===== src/rtl/assert_macros.svh =====
// Assertion macros of the packetizer RTL, included by the top level.
`ifndef ASSERT_MACROS_SVH
`define ASSERT_MACROS_SVH

// Checked on every rising clock edge while reset is released.
`define PSRTP_ASSERT(lbl, clk, rstn, prop, msg) \
    lbl: assert property (@(posedge clk) disable iff (!(rstn)) (prop)) else $error(msg);

// Checked on every rising clock edge, reset included.
`define PSRTP_ASSERT_ALL(lbl, clk, prop, msg) \
    lbl: assert property (@(posedge clk) (prop)) else $error(msg);

`endif


===== src/rtl/psrtp_pkg.sv =====
// Shared types, constants and header byte functions of the PS over RTP packetizer.
`default_nettype none

package psrtp_pkg;

    localparam int LEN_MAX_W   = 24;
    localparam int QUEUE_DEPTH = 4;
    localparam int QPTR_W      = 2;

    localparam logic [4:0] VID_HDR_LAST = 5'd27;
    localparam logic [4:0] AUD_HDR_LAST = 5'd20;
    localparam logic [4:0] VID_HDR_LEN  = 5'd28;
    localparam logic [4:0] AUD_HDR_LEN  = 5'd21;
    localparam logic [3:0] RTP_HDR_LAST = 4'd11;

    localparam logic [31:0] PACK_RATE = 32'd19460;
    localparam logic [7:0]  SID_VIDEO = 8'he0;
    localparam logic [7:0]  SID_AUDIO = 8'hc0;

    localparam logic [1:0] CFG_SSRC    = 2'd0;
    localparam logic [1:0] CFG_TS_STEP = 2'd1;
    localparam logic [1:0] CFG_SR_IDX  = 2'd2;
    localparam logic [1:0] CFG_CH_CFG  = 2'd3;

    typedef struct packed {
        logic [7:0]           data;
        logic                 start;
        logic                 audio;
        logic [LEN_MAX_W-1:0] len;
    } t_entry;

    typedef enum logic [1:0] {
        BS_IDLE,
        BS_RTP,
        BS_PSH
    } t_bstate;

    // PES header byte i (0..13)
    function automatic logic [7:0] pes_byte(input logic [3:0] i, input logic [7:0] sid,
                                            input logic [15:0] plen, input logic [31:0] t);
        logic [31:0] v;
        v = 32'h0;
        unique case (i)
            4'd0, 4'd1: v = 32'h00;
            4'd2:       v = 32'h01;
            4'd3:       v = {24'h0, sid};
            4'd4:       v = {24'h0, plen[15:8]};
            4'd5:       v = {24'h0, plen[7:0]};
            4'd6:       v = 32'h8c;
            4'd7:       v = 32'h80;
            4'd8:       v = 32'h05;
            4'd9:       v = 32'h21 | (((t >> 30) & 32'h7) << 1);
            4'd10:      v = (t >> 22) & 32'hff;
            4'd11:      v = (((t >> 15) & 32'h7f) << 1) | 32'h1;
            4'd12:      v = (t >> 7) & 32'hff;
            4'd13:      v = ((t & 32'h7f) << 1) | 32'h1;
            default:    v = 32'h0;
        endcase
        return v[7:0];
    endfunction

    // Program stream header byte idx of a video (pack + PES) or audio (PES + ADTS) frame
    function automatic logic [7:0] hdr_byte(input logic [4:0] idx, input logic audio,
                                            input logic [31:0] t, input logic [15:0] plen,
                                            input logic [12:0] fl, input logic [3:0] sr,
                                            input logic [2:0] ch);
        logic [31:0] v;
        v = 32'h0;
        if (!audio) begin
            if (idx >= 5'd14) begin
                v = {24'h0, pes_byte(4'(idx - 5'd14), SID_VIDEO, plen, t)};
            end else begin
                unique case (idx[3:0])
                    4'd0, 4'd1: v = 32'h00;
                    4'd2:       v = 32'h01;
                    4'd3:       v = 32'hba;
                    4'd4:       v = 32'h44 | (((t >> 30) & 32'h7) << 3) | ((t >> 28) & 32'h3);
                    4'd5:       v = (t >> 20) & 32'hff;
                    4'd6:       v = 32'h04 | (((t >> 15) & 32'h1f) << 3) | ((t >> 13) & 32'h3);
                    4'd7:       v = (t >> 5) & 32'hff;
                    4'd8:       v = 32'h04 | ((t & 32'h1f) << 3);
                    4'd9:       v = 32'h01;
                    4'd10:      v = (PACK_RATE >> 14) & 32'hff;
                    4'd11:      v = (PACK_RATE >> 6) & 32'hff;
                    4'd12:      v = 32'h03 | ((PACK_RATE & 32'h3f) << 2);
                    4'd13:      v = 32'hf8;
                    default:    v = 32'h0;
                endcase
            end
        end else begin
            if (idx < 5'd14) begin
                v = {24'h0, pes_byte(idx[3:0], SID_AUDIO, plen, t)};
            end else begin
                unique case (idx)
                    5'd14:   v = 32'hff;
                    5'd15:   v = 32'hf9;
                    5'd16:   v = {24'h0, 2'b01, sr, 1'b0, ch[2]};
                    5'd17:   v = {24'h0, ch[1:0], 4'h0, fl[12:11]};
                    5'd18:   v = {24'h0, fl[10:3]};
                    5'd19:   v = {24'h0, fl[2:0], 5'h1f};
                    5'd20:   v = 32'hfc;
                    default: v = 32'h0;
                endcase
            end
        end
        return v[7:0];
    endfunction

endpackage

`default_nettype wire


===== src/rtl/psrtp_front.sv =====
// Front end: accepts input bytes, drops stray ones, queues frame starts and payload bytes.
`default_nettype none

module psrtp_front #(
    parameter int FRAME_LEN_BITS = 20
) (
    input  wire logic                  i_clk,
    input  wire logic                  i_rst_n,
    input  wire logic                  i_in_valid,
    output logic                       o_in_ready,
    input  wire logic [7:0]            i_data_byte,
    input  wire logic                  i_frame_is_audio,
    input  wire logic [19:0]           i_frame_length,
    input  wire logic                  i_frame_start,
    input  wire logic                  i_q_ready,
    output logic                       o_q_push,
    output psrtp_pkg::t_entry          o_q_entry
);

    localparam logic [psrtp_pkg::LEN_MAX_W-1:0] LEN_MASK =
        (psrtp_pkg::LEN_MAX_W'(1) << FRAME_LEN_BITS) - psrtp_pkg::LEN_MAX_W'(1);

    logic [psrtp_pkg::LEN_MAX_W-1:0] r_rem, n_rem;
    logic [psrtp_pkg::LEN_MAX_W-1:0] len_m;
    logic                            accept;

    assign len_m      = psrtp_pkg::LEN_MAX_W'(i_frame_length) & LEN_MASK;
    assign o_in_ready = i_q_ready;
    assign accept     = i_in_valid && i_q_ready;

    assign o_q_entry.data  = i_data_byte;
    assign o_q_entry.start = i_frame_start;
    assign o_q_entry.audio = i_frame_is_audio;
    assign o_q_entry.len   = len_m;

    always_comb begin
        n_rem    = r_rem;
        o_q_push = 1'b0;
        if (accept) begin
            if (i_frame_start) begin
                // zero length abandons the frame and drops the byte
                n_rem    = (len_m == '0) ? '0 : len_m - 1'b1;
                o_q_push = (len_m != '0);
            end else if (r_rem != '0) begin
                n_rem    = r_rem - 1'b1;
                o_q_push = 1'b1;
            end
        end
    end

    always_ff @(posedge i_clk) begin
        if (!i_rst_n) begin
            r_rem <= '0;
        end else begin
            r_rem <= n_rem;
        end
    end

endmodule

`default_nettype wire


===== src/rtl/psrtp_queue.sv =====
// Short request queue between the front and back ends.
`default_nettype none

module psrtp_queue (
    input  wire logic              i_clk,
    input  wire logic              i_rst_n,
    input  wire logic              i_push,
    input  wire psrtp_pkg::t_entry i_entry,
    output logic                   o_ready,
    input  wire logic              i_pop,
    output logic                   o_valid,
    output psrtp_pkg::t_entry      o_head
);

    psrtp_pkg::t_entry r_mem [psrtp_pkg::QUEUE_DEPTH];
    logic [psrtp_pkg::QPTR_W-1:0] r_wp, r_rp;
    logic [psrtp_pkg::QPTR_W:0]   r_cnt;
    logic                         do_pop;

    assign o_ready = (r_cnt != (psrtp_pkg::QPTR_W+1)'(psrtp_pkg::QUEUE_DEPTH));
    assign o_valid = (r_cnt != '0);
    assign o_head  = r_mem[r_rp];
    assign do_pop  = i_pop && o_valid;

    always_ff @(posedge i_clk) begin
        if (i_push) begin
            r_mem[r_wp] <= i_entry;
        end
    end

    always_ff @(posedge i_clk) begin
        if (!i_rst_n) begin
            r_wp  <= '0;
            r_rp  <= '0;
            r_cnt <= '0;
        end else begin
            if (i_push) begin
                r_wp <= r_wp + 1'b1;
            end
            if (do_pop) begin
                r_rp <= r_rp + 1'b1;
            end
            r_cnt <= r_cnt + (psrtp_pkg::QPTR_W+1)'(i_push)
                           - (psrtp_pkg::QPTR_W+1)'(do_pop);
        end
    end

endmodule

`default_nettype wire


===== src/rtl/psrtp_back.sv =====
// Back end: emits RTP headers, program stream headers and payload bytes into the output register.
`default_nettype none

module psrtp_back #(
    parameter int RTP_PAYLOAD_MAX = 1400,
    parameter int FRAME_LEN_BITS  = 20
) (
    input  wire logic              i_clk,
    input  wire logic              i_rst_n,
    input  wire logic              i_q_valid,
    input  wire psrtp_pkg::t_entry i_q_head,
    output logic                   o_q_pop,
    input  wire logic [31:0]       i_ssrc,
    input  wire logic [31:0]       i_ts_step,
    input  wire logic [3:0]        i_sr_idx,
    input  wire logic [2:0]        i_ch_cfg,
    output logic                   o_out_valid,
    input  wire logic              i_out_ready,
    output logic [7:0]             o_out_byte,
    output logic                   o_packet_start,
    output logic                   o_packet_end,
    output logic                   o_run_last
);

    localparam int FILL_W = $clog2(RTP_PAYLOAD_MAX + 1);
    localparam int SBL_W  = FRAME_LEN_BITS + 1;

    psrtp_pkg::t_bstate r_state, n_state;
    logic              r_ret_psh, n_ret_psh;
    logic              r_rtp_done, n_rtp_done;
    logic              r_head_done, n_head_done;
    logic [4:0]        r_idx, n_idx;
    logic [3:0]        r_rtp_idx, n_rtp_idx;
    logic [FILL_W-1:0] r_fill, n_fill;
    logic [SBL_W-1:0]  r_sbl, n_sbl;
    logic              r_kind, n_kind;
    logic [15:0]       r_plen, n_plen;
    logic [12:0]       r_fl, n_fl;
    logic [31:0]       r_ts, n_ts;
    logic [15:0]       r_seq, n_seq;
    logic              r_ovalid, n_ovalid;
    logic [7:0]        r_obyte, n_obyte;
    logic              r_ops, n_ops, r_ope, n_ope, r_olast, n_olast;

    logic              adv;
    logic [SBL_W-1:0]  ps_sbl;
    logic [FILL_W-1:0] ps_fill;
    logic              ps_end;
    logic              ps_take;

    function automatic logic [7:0] rtp_byte(input logic [3:0] i, input logic [15:0] seq,
                                            input logic [31:0] t, input logic [31:0] ssrc);
        logic [7:0] v;
        v = 8'h0;
        unique case (i)
            4'd0:    v = 8'h80;
            4'd1:    v = 8'h60;
            4'd2:    v = seq[15:8];
            4'd3:    v = seq[7:0];
            4'd4:    v = t[31:24];
            4'd5:    v = t[23:16];
            4'd6:    v = t[15:8];
            4'd7:    v = t[7:0];
            4'd8:    v = ssrc[31:24];
            4'd9:    v = ssrc[23:16];
            4'd10:   v = ssrc[15:8];
            4'd11:   v = ssrc[7:0];
            default: v = 8'h0;
        endcase
        return v;
    endfunction

    assign adv     = !r_ovalid || i_out_ready;
    assign ps_sbl  = (r_sbl != '0) ? r_sbl - 1'b1 : r_sbl;
    assign ps_fill = r_fill + 1'b1;
    assign ps_end  = (ps_fill >= FILL_W'(RTP_PAYLOAD_MAX)) || (ps_sbl == '0);

    always_comb begin
        n_state     = r_state;
        n_ret_psh   = r_ret_psh;
        n_rtp_done  = r_rtp_done;
        n_head_done = r_head_done;
        n_idx       = r_idx;
        n_rtp_idx   = r_rtp_idx;
        n_fill      = r_fill;
        n_sbl       = r_sbl;
        n_kind      = r_kind;
        n_plen      = r_plen;
        n_fl        = r_fl;
        n_ts        = r_ts;
        n_seq       = r_seq;
        n_ovalid    = r_ovalid && !i_out_ready;
        n_obyte     = r_obyte;
        n_ops       = r_ops;
        n_ope       = r_ope;
        n_olast     = r_olast;
        o_q_pop     = 1'b0;
        ps_take     = 1'b0;

        unique case (r_state)
            psrtp_pkg::BS_IDLE: begin
                if (i_q_valid && adv) begin
                    if (i_q_head.start && !r_head_done) begin
                        // new frame: latch kind and lengths, open a fresh packet
                        n_kind      = i_q_head.audio;
                        n_plen      = i_q_head.audio ? 16'(i_q_head.len + 16'd15)
                                                     : 16'(i_q_head.len + 16'd8);
                        n_fl        = 13'(i_q_head.len + 13'd7);
                        n_sbl       = SBL_W'(i_q_head.audio ? psrtp_pkg::AUD_HDR_LEN
                                                            : psrtp_pkg::VID_HDR_LEN)
                                    + SBL_W'(i_q_head.len);
                        n_fill      = '0;
                        n_idx       = '0;
                        n_rtp_done  = 1'b0;
                        n_head_done = 1'b1;
                        n_state     = psrtp_pkg::BS_PSH;
                    end else if (r_fill == '0 && !r_rtp_done) begin
                        n_rtp_idx = '0;
                        n_ret_psh = 1'b0;
                        n_state   = psrtp_pkg::BS_RTP;
                    end else begin
                        ps_take     = 1'b1;
                        n_obyte     = i_q_head.data;
                        n_olast     = 1'b1;
                        o_q_pop     = 1'b1;
                        n_head_done = 1'b0;
                    end
                end
            end
            psrtp_pkg::BS_PSH: begin
                if (adv) begin
                    if (r_fill == '0 && !r_rtp_done) begin
                        n_rtp_idx = '0;
                        n_ret_psh = 1'b1;
                        n_state   = psrtp_pkg::BS_RTP;
                    end else begin
                        ps_take = 1'b1;
                        n_obyte = psrtp_pkg::hdr_byte(r_idx, r_kind, r_ts, r_plen, r_fl,
                                                      i_sr_idx, i_ch_cfg);
                        n_olast = 1'b0;
                        n_idx   = r_idx + 1'b1;
                        if (r_idx == (r_kind ? psrtp_pkg::AUD_HDR_LAST
                                             : psrtp_pkg::VID_HDR_LAST)) begin
                            n_state = psrtp_pkg::BS_IDLE;
                        end
                    end
                end
            end
            psrtp_pkg::BS_RTP: begin
                if (adv) begin
                    n_ovalid  = 1'b1;
                    n_obyte   = rtp_byte(r_rtp_idx, r_seq, r_ts, i_ssrc);
                    n_ops     = (r_rtp_idx == '0);
                    n_ope     = 1'b0;
                    n_olast   = 1'b0;
                    n_rtp_idx = r_rtp_idx + 1'b1;
                    if (r_rtp_idx == psrtp_pkg::RTP_HDR_LAST) begin
                        n_seq      = r_seq + 1'b1;
                        n_rtp_done = 1'b1;
                        n_state    = r_ret_psh ? psrtp_pkg::BS_PSH : psrtp_pkg::BS_IDLE;
                    end
                end
            end
            default: n_state = psrtp_pkg::BS_IDLE;
        endcase

        // one program stream byte leaves: count it against packet and frame
        if (ps_take) begin
            n_ovalid   = 1'b1;
            n_ops      = 1'b0;
            n_ope      = ps_end;
            n_rtp_done = 1'b0;
            n_sbl      = ps_sbl;
            n_fill     = ps_end ? '0 : ps_fill;
            if (ps_sbl == '0 && !r_kind) begin
                n_ts = r_ts + i_ts_step;
            end
        end
    end

    always_ff @(posedge i_clk) begin
        if (!i_rst_n) begin
            r_state     <= psrtp_pkg::BS_IDLE;
            r_ret_psh   <= 1'b0;
            r_rtp_done  <= 1'b0;
            r_head_done <= 1'b0;
            r_idx       <= '0;
            r_rtp_idx   <= '0;
            r_fill      <= '0;
            r_sbl       <= '0;
            r_kind      <= 1'b0;
            r_ts        <= '0;
            r_seq       <= '0;
            r_ovalid    <= 1'b0;
        end else begin
            r_state     <= n_state;
            r_ret_psh   <= n_ret_psh;
            r_rtp_done  <= n_rtp_done;
            r_head_done <= n_head_done;
            r_idx       <= n_idx;
            r_rtp_idx   <= n_rtp_idx;
            r_fill      <= n_fill;
            r_sbl       <= n_sbl;
            r_kind      <= n_kind;
            r_ts        <= n_ts;
            r_seq       <= n_seq;
            r_ovalid    <= n_ovalid;
        end
    end

    always_ff @(posedge i_clk) begin
        r_plen  <= n_plen;
        r_fl    <= n_fl;
        r_obyte <= n_obyte;
        r_ops   <= n_ops;
        r_ope   <= n_ope;
        r_olast <= n_olast;
    end

    assign o_out_valid    = r_ovalid;
    assign o_out_byte     = r_obyte;
    assign o_packet_start = r_ops;
    assign o_packet_end   = r_ope;
    assign o_run_last     = r_olast;

endmodule

`default_nettype wire


===== src/rtl/ps_rtp_frame_packetizer.sv =====
// Top level of the MPEG-2 program stream over RTP packetizer.
// Input channel: one coded frame byte per request (i_in_valid / o_in_ready), with
// frame_start, frame_is_audio and frame_length on the first byte of each frame.
// Output channel: one RTP stream byte per request (o_out_valid / i_out_ready), flagged
// with packet_start, packet_end and run_last (last byte caused by one input byte).
// Configuration: i_cfg_wr_en writes i_cfg_wdata to register i_cfg_addr
// (0 ssrc, 1 timestamp step, 2 ADTS sample rate index, 3 ADTS channel config).
// Flow: an accepted input byte is written into the request queue, then registered into the
// output register when no header is due. Payload bytes sustain 1 byte per cycle while the
// receiver does not stall; a frame start first emits 12 RTP header bytes, then 28 (video)
// or 21 (audio) PS header bytes, each later packet start 12 header bytes, all emitted one
// per cycle by the back end sequencer while the receiver does not stall.
// A 4-entry request queue sits between the front end and back end, so input keeps
// being accepted while a result waits in the output register; when the receiver stalls
// the output register holds and the queue fills, then o_in_ready drops.
// Reset (synchronous, active low) clears timestamp, sequence number, packet fill and
// the queue, and loads the configuration reset values.
`default_nettype none
`include "assert_macros.svh"

module ps_rtp_frame_packetizer #(
    parameter int RTP_PAYLOAD_MAX = 1400,
    parameter int FRAME_LEN_BITS  = 20
) (
    input  wire logic        i_clk,
    input  wire logic        i_rst_n,
    input  wire logic        i_cfg_wr_en,
    input  wire logic [1:0]  i_cfg_addr,
    input  wire logic [31:0] i_cfg_wdata,
    input  wire logic        i_in_valid,
    output logic             o_in_ready,
    input  wire logic [7:0]  i_data_byte,
    input  wire logic        i_frame_is_audio,
    input  wire logic [19:0] i_frame_length,
    input  wire logic        i_frame_start,
    output logic             o_out_valid,
    input  wire logic        i_out_ready,
    output logic [7:0]       o_out_byte,
    output logic             o_packet_start,
    output logic             o_packet_end,
    output logic             o_run_last
);

    logic [31:0] r_ssrc, r_ts_step;
    logic [3:0]  r_sr_idx;
    logic [2:0]  r_ch_cfg;

    logic              q_push, q_ready, q_valid, q_pop;
    psrtp_pkg::t_entry q_in, q_head;

    // configuration registers
    always_ff @(posedge i_clk) begin
        if (!i_rst_n) begin
            r_ssrc    <= 32'd0;
            r_ts_step <= 32'd3600;
            r_sr_idx  <= 4'd0;
            r_ch_cfg  <= 3'd0;
        end else if (i_cfg_wr_en) begin
            unique case (i_cfg_addr)
                psrtp_pkg::CFG_SSRC:    r_ssrc    <= i_cfg_wdata;
                psrtp_pkg::CFG_TS_STEP: r_ts_step <= i_cfg_wdata;
                psrtp_pkg::CFG_SR_IDX:  r_sr_idx  <= i_cfg_wdata[3:0];
                psrtp_pkg::CFG_CH_CFG:  r_ch_cfg  <= i_cfg_wdata[2:0];
                default: ;
            endcase
        end
    end

    psrtp_front #(
        .FRAME_LEN_BITS (FRAME_LEN_BITS)
    ) u_front (
        .i_clk            (i_clk),
        .i_rst_n          (i_rst_n),
        .i_in_valid       (i_in_valid),
        .o_in_ready       (o_in_ready),
        .i_data_byte      (i_data_byte),
        .i_frame_is_audio (i_frame_is_audio),
        .i_frame_length   (i_frame_length),
        .i_frame_start    (i_frame_start),
        .i_q_ready        (q_ready),
        .o_q_push         (q_push),
        .o_q_entry        (q_in)
    );

    psrtp_queue u_queue (
        .i_clk   (i_clk),
        .i_rst_n (i_rst_n),
        .i_push  (q_push),
        .i_entry (q_in),
        .o_ready (q_ready),
        .i_pop   (q_pop),
        .o_valid (q_valid),
        .o_head  (q_head)
    );

    psrtp_back #(
        .RTP_PAYLOAD_MAX (RTP_PAYLOAD_MAX),
        .FRAME_LEN_BITS  (FRAME_LEN_BITS)
    ) u_back (
        .i_clk          (i_clk),
        .i_rst_n        (i_rst_n),
        .i_q_valid      (q_valid),
        .i_q_head       (q_head),
        .o_q_pop        (q_pop),
        .i_ssrc         (r_ssrc),
        .i_ts_step      (r_ts_step),
        .i_sr_idx       (r_sr_idx),
        .i_ch_cfg       (r_ch_cfg),
        .o_out_valid    (o_out_valid),
        .i_out_ready    (i_out_ready),
        .o_out_byte     (o_out_byte),
        .o_packet_start (o_packet_start),
        .o_packet_end   (o_packet_end),
        .o_run_last     (o_run_last)
    );

    // a packet's first byte is RTP header, never its last, never a payload byte
    `PSRTP_ASSERT(a_start_not_end, i_clk, i_rst_n, o_out_valid && o_packet_start |-> !o_packet_end && !o_run_last, "packet start flagged as end or payload")
    // a packet's first byte carries the RTP version and flags
    `PSRTP_ASSERT(a_start_is_0x80, i_clk, i_rst_n, o_out_valid && o_packet_start |-> o_out_byte == 8'h80, "packet start byte is not RTP version")
    // queue never pops while empty nor pushes while full
    `PSRTP_ASSERT(a_queue_safe, i_clk, i_rst_n, !(q_push && !q_ready) && !(q_pop && !q_valid), "request queue overflow or underflow")

endmodule

`default_nettype wire


===== config.mk =====
export PLATFORM = sky130hd
export DESIGN_NAME = ps_rtp_frame_packetizer
export DESIGN_NICKNAME = d
export VERILOG_FILES = /design/src/rtl/psrtp_pkg.sv /design/src/rtl/psrtp_front.sv /design/src/rtl/psrtp_queue.sv /design/src/rtl/psrtp_back.sv /design/src/rtl/ps_rtp_frame_packetizer.sv
export VERILOG_INCLUDE_DIRS = /design/src /design/src/rtl
export SDC_FILE = /design/constraint.sdc
export NUM_CORES = 1
export LEC_CHECK = 0
export ABC_AREA = 1
export BUFFER_PORTS_ARGS = -buffer_cell sky130_fd_sc_hd__buf_4
export CAP_MARGIN = 20
export CORE_ASPECT_RATIO = 1.1
export CORE_MARGIN = 2
export CORE_UTILIZATION = 48
export CTS_BUF_LIST = sky130_fd_sc_hd__clkbuf_4
export DETAILED_ROUTE_END_ITERATION = 6
export GPL_ROUTABILITY_DRIVEN = 0
export PLACE_DENSITY_LB_ADDON = 0.25
export SKIP_LAST_GASP = 1
export SYNTH_ARGS = -nofsm -noshare
export SYNTH_HDL_FRONTEND = slang
export SYNTH_SLANG_ARGS = --single-unit

===== constraint.sdc =====
create_clock -name i_clk -period 4.4 [get_ports i_clk]
set_clock_uncertainty 0.2 [all_clocks]
set_input_delay 0 -clock i_clk [delete_from_list [all_inputs] [get_ports i_clk]]
set_output_delay 0 -clock i_clk [all_outputs]
set_load 0.02 [all_outputs]

==> results_dict.tcl <==
set metrics [dict create \
    status "finished with violations" \
    violations "DRC" \
    grt_pass1_wl_um 107000 \
    finalHoldViolCount 0 \
    ir_drop_v 0.000436 \
    critPathRequiredTime_ns 4.91 \
    ctsRootBufferMaster "clkbuf_4" \
    r2r_cells 12 \
    total_power_mw 11.7 \
    start_util_pct 48.9 \
    reg2reg_to "u_back.r_sbl[9]" \
    drt_iter0_drc 2182 \
    final_common_cell "nand2_1" \
    worstSkewPairLatency_ns 0.86 \
    ant_nets 0 \
    cts_tree "yes" \
    num_io_pins 82 \
    grt_pass1_vias 20700 \
    antenna_found_initial 3 \
    ys_seq_area_share_pct 42.3 \
    drive_gt1_share_pct 9.81 \
    worst_slew_pin_slew_ns 0.886 \
    hold_end "u_front.r_rem[7]" \
    synth_edf_count 159 \
    setup_violations 0 \
    final_nets 3211 \
    slew_violations 0 \
    dr.pass1.iters 7 \
    drv_cap 0 \
    fin_crit_ns 3.59 \
    layout_common_cells "577 x nand2_1, 383 x nor2_1, 301 x inv_1, 222 x o21ai_0, 215 x a21oi_1" \
    die_h_um 222 \
    max_freq_ghz 0.279 \
    core_area_sq_um 42500 \
    hp-start "i_frame_length[7]" \
    dieArea_sq_um 45000 \
    die_w_um 202 \
    synth_fp_nets 2934 \
    drcViolationCount 24 \
    hold_depth 5 \
    crit_path_start_kind "register" \
    syn_avg_cell_area_sq_um 7.43 \
    ys.flop_type "dfxtp_1" \
    io_buffers 81 \
    vias 21200 \
    cts.path.max_buffers 3 \
    synth.cell_area_sq_um 20800 \
    cts.sinks 360 \
    synth_cell_type_count 52 \
    leakage_nw 10.6 \
    endpoint_kind "register" \
    wl_per_cell_um 18.4 \
    tns_ns 0 \
    crit_path_max_fanout 44 \
    syn_inst 2799 \
    rsz0062_at_grt "no" \
    cts_made_buffers 97 \
    wl_um 68400 \
    synth_seq_cells 360 \
    syn_to_final_growth_pct 19.4 \
    crit_type "reg2reg" \
    hpwl_um 46500 \
    grt-ovfl-total 0 \
    arrival_ns 4.10 \
    grt_max_degree 78 \
    grtUsageTotal_pct 30.0 \
    cts.reportedPaths.clkPinSlew_ns 0.07 \
    rows 79 \
    yosys_warnings 0 \
    htree_levels 3 \
    async_flop_share_pct 0 \
    fin_crit_sh_pct 81.5 \
    min_path_type "in2reg" \
    max-slew-margin-rel_pct 40.3 \
    r2r_setup_slack_ns 0.81 \
    powerDensity_nw_per_um2 470 \
    vias_per_cell 5.70 \
]
-- per-layer routing --
layer,up-vias,GRT usage [%],share of wire (%)
met4,0,18.5,6.5
met1,9853,34.8,38
met5,-,0,0
li1,10000,-,-
met2,1024,50.0,47
met3,296,7.32,8.3
-- metrics by stage --
stage / setup slack, ns / hold slack (ns) / area, sq um / cells / util (%)
3_5_place_dp: 0.821 / 0.00667 / 21900 / 3374 / 51.5
4_1_cts: 0.848 / 0.00368 / 24800 / 3715 / 58.3
5_1_grt: 0.494 / 0.0403 / 24800 / 3720 / 58.4
3_3_place_gp: 0.913 / 0.00412 / 21900 / 3374 / 51.5
6_report: 0.814 / 0.0596 / 24800 / 3720 / 58.4
2_1_floorplan: 0.963 / -0.101 / 20800 / 2799 / -
-- logic make-up (layout without fill, tap and decap cells) --
group / after synthesis / in the layout / share of synthesized area (%)
adder cells (fa/ha/maj): 66 / 66 / 4.04
other: 0 / 4 / 0
AO/OA/AOI/OAI: 584 / 584 / 15.5
AND/OR/NAND/NOR: 1294 / 1294 / 26.5
flip-flops: 360 / 360 / 42.3
XOR/XNOR: 95 / 95 / 4.00
buffers and inverters: 400 / 750 / 7.67
-- synthesized netlist by cell type, types with 8 or more instances --
cell type  count  share of area (%)
nand2_1      577                 10
nor2_1       389                7.0
inv_1        301                5.4
o21ai_0      222                5.3
a21oi_1      215                5.2
dfxtp_1      201                 19
edfxtp_1     159                 23
nand3_1      158                3.8
xor2_1        73                3.1
ha_1          64                3.9
clkbuf_1      52               0.94
o22ai_1       49                1.5
nand4_1       48                1.4
nor3_1        40               0.96
buf_2         26               0.63
a31oi_1       23               0.69
xnor2_1       22               0.93
nor4_1        20               0.60
o211ai_1      20               0.72
nor2_2        13               0.39
nand3b_1      12               0.43
nand2_2       10               0.30
or2_2          8               0.24
-- state kept, by name (all words and copies together) (netlist names), 3 cells and up, named ones only --
signal	flops
u_back.r_seq	16
u_back.r_rtp_idx	4
u_back.r_ts	32
u_back.r_fill	11
r_ssrc	32
u_queue.r_cnt	3
u_back.r_idx	5
r_sr_idx	4
u_queue.r_mem	120
u_back.r_fl	13
r_ts_step	32
u_back.r_sbl	21
r_ch_cfg	3
u_back.o_out_byte	8
u_front.r_rem	24
u_back.r_plen	16
-- how the worst max path moves through the flow --
| stage | start | end | slack, ns | cells past startpoint |
|---|---|---|---|---|
| global placement | register | u_back.r_sbl[9] | 0.91 | 12 |
| detailed placement | register | u_back.r_sbl[9] | 0.82 | 12 |
| finish | register | u_back.r_sbl[9] | 0.81 | 12 |
| floorplan | register | u_back.r_sbl[19] | 0.96 | 12 |
| global route | register | u_back.r_ts[25] | 0.49 | 14 |
| CTS | register | u_back.r_sbl[9] | 0.85 | 12 |
-- power by group --
group	internal [mW]	switching (mW)
sequential	4.00	0.295
clock	1.49	1.47
combinational	1.42	2.98
total	6.91	4.74
-- cell type report --
cell class / instances / area, sq um
antenna: 4 / 10.0
clock buffer: 142 / 1070
clock inverter: 30 / 154
fill: 3853 / 17700
inverter: 308 / 1160
multi-input combinational: 2039 / 10400
sequential: 360 / 8800
tap: 567 / 709
timing repair buffer: 270 / 2510
-- what timing repair did --
item | 4_1_cts | 5_1_grt
hold buffers | 169 | 0
gates resized for setup | 0 | 0
hold endpoints to repair | 302 | 0
setup buffers | 0 | 0
-- worst max-delay path: stages (launching register included) --
cell and delay (ns):
dfxtp_2 0.52, buf_4 0.47, o21ai_0 0.16, o22ai_1 0.24, nand2_1 0.09, nand2_1 0.14
nor2_2 0.07, nand2_2 0.14, nand2_2 0.11, nor2_2 0.59, inv_1 0.37, o21ai_0 0.30
a21oi_1 0.08
Note: power is estimated with default switching activity, not from simulation.
